$ cat src/hw/rtl/frrm_pkg.sv
// Package for the firewall rule range matcher.
// Holds request, response, command and table entry types and width constants.
// No dependencies.
package frrm_pkg;

  localparam int RULES_DEFAULT = 64;
  localparam int SLOT_W        = 6;
  localparam int PORT_W        = 16;
  localparam int ADDR_W        = 32;
  localparam int QUEUE_DEPTH   = 2;

  typedef struct packed {
    logic              req_type;
    logic [SLOT_W-1:0] slot;
    logic              inbound;
    logic              udp;
    logic [PORT_W-1:0] port_low;
    logic [PORT_W-1:0] port_high;
    logic [ADDR_W-1:0] addr_low;
    logic [ADDR_W-1:0] addr_high;
    logic [PORT_W-1:0] pkt_port;
    logic [ADDR_W-1:0] pkt_addr;
  } req_t;

  typedef struct packed {
    logic is_query;
    logic accepted;
  } rsp_t;

  // Classified request as it travels through the queue
  typedef enum logic [1:0] {
    CMD_LOAD,
    CMD_ACK,
    CMD_QUERY
  } cmd_e;

  typedef struct packed {
    cmd_e              kind;
    logic [SLOT_W-1:0] slot;
    logic [1:0]        dir_proto;
    logic [PORT_W-1:0] port_low;
    logic [PORT_W-1:0] port_high;
    logic [ADDR_W-1:0] addr_low;
    logic [ADDR_W-1:0] addr_high;
    logic [PORT_W-1:0] pkt_port;
    logic [ADDR_W-1:0] pkt_addr;
  } cmd_t;

  // One rule table word
  typedef struct packed {
    logic              valid;
    logic [1:0]        dir_proto;
    logic [PORT_W-1:0] port_high;
    logic [PORT_W-1:0] port_low;
    logic [ADDR_W-1:0] addr_high;
    logic [ADDR_W-1:0] addr_low;
  } rule_t;

  typedef enum logic [1:0] {
    BK_INIT,
    BK_IDLE,
    BK_SCAN,
    BK_FIN
  } back_state_e;

endpackage

$ cat src/hw/rtl/frrm_queue.sv
// Short command queue between the front end and the back end.
// Depends on frrm_pkg.
module frrm_queue (
  input  logic           clk_i,
  input  logic           rst_ni,
  input  logic           push_valid_i,
  output logic           push_ready_o,
  input  frrm_pkg::cmd_t push_data_i,
  output logic           pop_valid_o,
  input  logic           pop_ready_i,
  output frrm_pkg::cmd_t pop_data_o
);
  import frrm_pkg::*;

  localparam int PTR_W = (QUEUE_DEPTH > 1) ? $clog2(QUEUE_DEPTH) : 1;
  localparam int CNT_W = $clog2(QUEUE_DEPTH + 1);
  localparam logic [PTR_W-1:0] PTR_LAST = PTR_W'(QUEUE_DEPTH - 1);

  cmd_t             slot_q [QUEUE_DEPTH];
  logic [PTR_W-1:0] wr_ptr_q, wr_ptr_d;
  logic [PTR_W-1:0] rd_ptr_q, rd_ptr_d;
  logic [CNT_W-1:0] count_q, count_d;
  logic             push, pop;

  assign push_ready_o = (count_q != CNT_W'(QUEUE_DEPTH));
  assign pop_valid_o  = (count_q != '0);
  assign pop_data_o   = slot_q[rd_ptr_q];
  assign push         = push_valid_i & push_ready_o;
  assign pop          = pop_valid_o & pop_ready_i;

  always_comb begin
    wr_ptr_d = wr_ptr_q;
    rd_ptr_d = rd_ptr_q;
    count_d  = count_q;
    if (push) begin
      wr_ptr_d = (wr_ptr_q == PTR_LAST) ? '0 : wr_ptr_q + 1'b1;
    end
    if (pop) begin
      rd_ptr_d = (rd_ptr_q == PTR_LAST) ? '0 : rd_ptr_q + 1'b1;
    end
    if (push && !pop) begin
      count_d = count_q + 1'b1;
    end else if (pop && !push) begin
      count_d = count_q - 1'b1;
    end
  end

  always_ff @(posedge clk_i or negedge rst_ni) begin
    if (!rst_ni) begin
      wr_ptr_q <= '0;
      rd_ptr_q <= '0;
      count_q  <= '0;
    end else begin
      wr_ptr_q <= wr_ptr_d;
      rd_ptr_q <= rd_ptr_d;
      count_q  <= count_d;
    end
  end

  always_ff @(posedge clk_i) begin
    if (push) begin
      slot_q[wr_ptr_q] <= push_data_i;
    end
  end

endmodule

$ cat config.mk
export PLATFORM = sky130hd
export DESIGN_NAME = frrm_queue
export DESIGN_NICKNAME = d
export VERILOG_FILES = /design/src/hw/rtl/frrm_pkg.sv /design/src/hw/rtl/frrm_queue.sv
export SDC_FILE = /design/constraint.sdc
export NUM_CORES = 1
export LEC_CHECK = 0
export BUFFER_PORTS_ARGS = -buffer_cell sky130_fd_sc_hd__buf_2
export CORE_MARGIN = 2
export CORE_UTILIZATION = 36
export DETAILED_ROUTE_END_ITERATION = 10
export GPL_TIMING_DRIVEN = 0
export PLACE_DENSITY = 0.55
export SYNTH_ARGS = -nofsm -noshare
export SYNTH_HDL_FRONTEND = slang
export SYNTH_SLANG_ARGS = --single-unit
$ cat constraint.sdc
create_clock -name clk_i -period 9.1 [get_ports clk_i]
set_input_delay 0.91 -clock clk_i [delete_from_list [all_inputs] [get_ports clk_i]]
set_output_delay 0.91 -clock clk_i [all_outputs]
set_load 0.01 [all_outputs]
==> results.ini <==
[cts]
postCtsHoldBufs = 0
cts_tree = built
cts_setup_buffers = 0
insertion_delay_ps = 490
root_buffer = clkbuf_16
clk_path_buf_depth = 3
clkTransAtPathRegs_ps = 50
htreeDepth = 2
cts_resized = 0
numCtsBuffers = 34
clock_sinks = 312

[final_layout]
diodes = 0
fill_cells = 2764
layout_commonest_cell = buf_2
finalNetCount = 1012
drive_gt1_share_pct = 61.2
mostFrequentLayoutCells = buf_2, edfxtp_1, mux2_2
utilization_pct = 46.9
synthToLayoutAreaGrowth_pct = 29.1

[routing]
top_layer_used = met5
postRouteAntennaNets = 0
vias = 5763
drtIter0Drc = 197
met3_length_mm = 2.16
met2WireLength_mm = 10.8
drc = 0
viasPerCell = 4.50
wl_mm = 22.7
drt-pass1-iter-count = 4
drt-met1-wl_mm = 9.16
wl_per_cell_um = 17.7

[grt]
grt_usage_pct = 13.3
grt_max_degree = 56
grt_pass1_vias = 6001
grt_pass1_wl_mm = 33.7
antenna_found_initial = 4
grt_overflow_total = 0

[pwr]
powerDensity_mw_per_mm2 = 326
p_leak_nw = 5.50
max-vdd-ir-drop_mv = 0.178

[placement]
portBuffers = 313
gp_congestion = 0.681
dp.final_hpwl_mm = 15.3

[sta]
skew_ps = 7.54
drv_slew = 0
period_minus_slack_ps = 2720
hold_violations = 0
rsz0062_at_grt = false
max_freq_mhz = 367
layout_worst_path_cycle_share_pct = 29.9
setup-tns-final_ps = 0
setup_viol = 0
worst_pin_slew_ps = 828
slew_headroom_pct = 44.7

[worst_setup_path]
rr_worst_depth = 5
slowest_delay_ps = 370
worstPathCellList = buf_6, clkbuf_8, mux2_2, buf_2
cp_max_fo = 10
slowest_stage = dfrtp_1
cp.depth = 4
start_kind = flip-flop
required_ps = 8190
cp-end-kind = output port
criticalPathCategory = reg2out
crit_arrival_ps = 1810
crit_buf_inv = 3
crit_family = buffers and inverters

[logic_synthesis]
synth_fp_nets = 656
synth_cells = 497
syn_avg_cell_area_um2 = 22.9
synth-seq-area-share_pct = 82.1
synthesis.area_mm2 = 0.0114
ys_types = 14
yosys_warnings = 0
ys_seq_elements = 312

[floorplanning]
die_h_um = 182
die_x_um = 182
start_util_pct = 36.3
placement_rows = 65
ioPinCount = 314
core_mm2 = 0.0314
dieArea_mm2 = 0.0331

[outcome]
status = finished, final reports clean

[hold_path]
hp-class = in2async

[run]
max_cap_viol_count = 0

## flip-flops by register name (all words and copies together) (netlist names)
name,cells
slot_q,308
rd_ptr_q,1
wr_ptr_q,1
count_q,2
## stage by stage
stage	setup WS (ps)	hold slack [ps]	total power, mW	area (um^2)	instances
floorplan	1040	456	3.01	11400	497
global route	6260	187	5.05	14700	1281
CTS	6300	185	4.89	14700	1281
finish	6380	215	4.80	14700	1281
detailed placement	6400	481	3.56	13600	1219
global placement	-3400	474	3.63	13500	1212
## final cells by class
class                      instances  area, um^2  area share, %
sequential                       312        9350           63.6
multi-input combinational        167        1840           12.5
timing repair buffer             320        1720           11.7
clock buffer                      45         956           6.50
tap                              402         503           3.42
buffer                            17         216           1.47
clock inverter                    17         123          0.834
inverter                           1        3.75         0.0255
## power breakdown
group / switching (mW) / total (mW) / internal [mW] / leakage (nW)
Clock: 0.516 / 1.31 / 0.794 / 0.529
Combinational: 0.779 / 1.47 / 0.688 / 2.06
Sequential: 0.0617 / 2.02 / 1.96 / 2.91
## path summary, 6_finish.rpt
kind                             from               to  slack, ps
min in group clk_i         count_q[1]       count_q[1]        490
min reg2reg                count_q[1]       count_q[1]        490
max reg2reg                count_q[0]    slot_q[0][31]       6840
max in group asynchronous      rst_ni       count_q[1]       8760
min                            rst_ni         rd_ptr_q        220
max                          rd_ptr_q  pop_data_o[132]       6380
## per-layer routing
metal	global-route usage [%]	vias to the layer above
li1	-	2702
met1	16.0	2794
met5	0	-
met2	21.8	218
met4	4.19	6
met3	5.44	43
## cell usage after synthesis
library cell  count  share of area, %
nor2_1            2             0.066
inv_1             1             0.033
nand2b_1          1             0.055
or2_2             1             0.055
xnor2_1           3              0.23
mux2_2          154                15
ha_1              1              0.11
edfxtp_1        308                81
and3_1            1             0.055
nand2_1           2             0.066
dfrtp_1           4              0.88
buf_6             7              0.69
clkbuf_8         10               1.2
xor2_1            2              0.15
## logic make-up after synthesis
family        count (synthesis)  synth area share, %
simple gates                  7                0.297
mux                         154                 15.2
buf+inv                      18                 1.93
fa+ha+maj                     1                0.110
xor+xnor                      5                0.384
flops                       312                 82.1
Note: power is estimated with default switching activity, not from simulation.
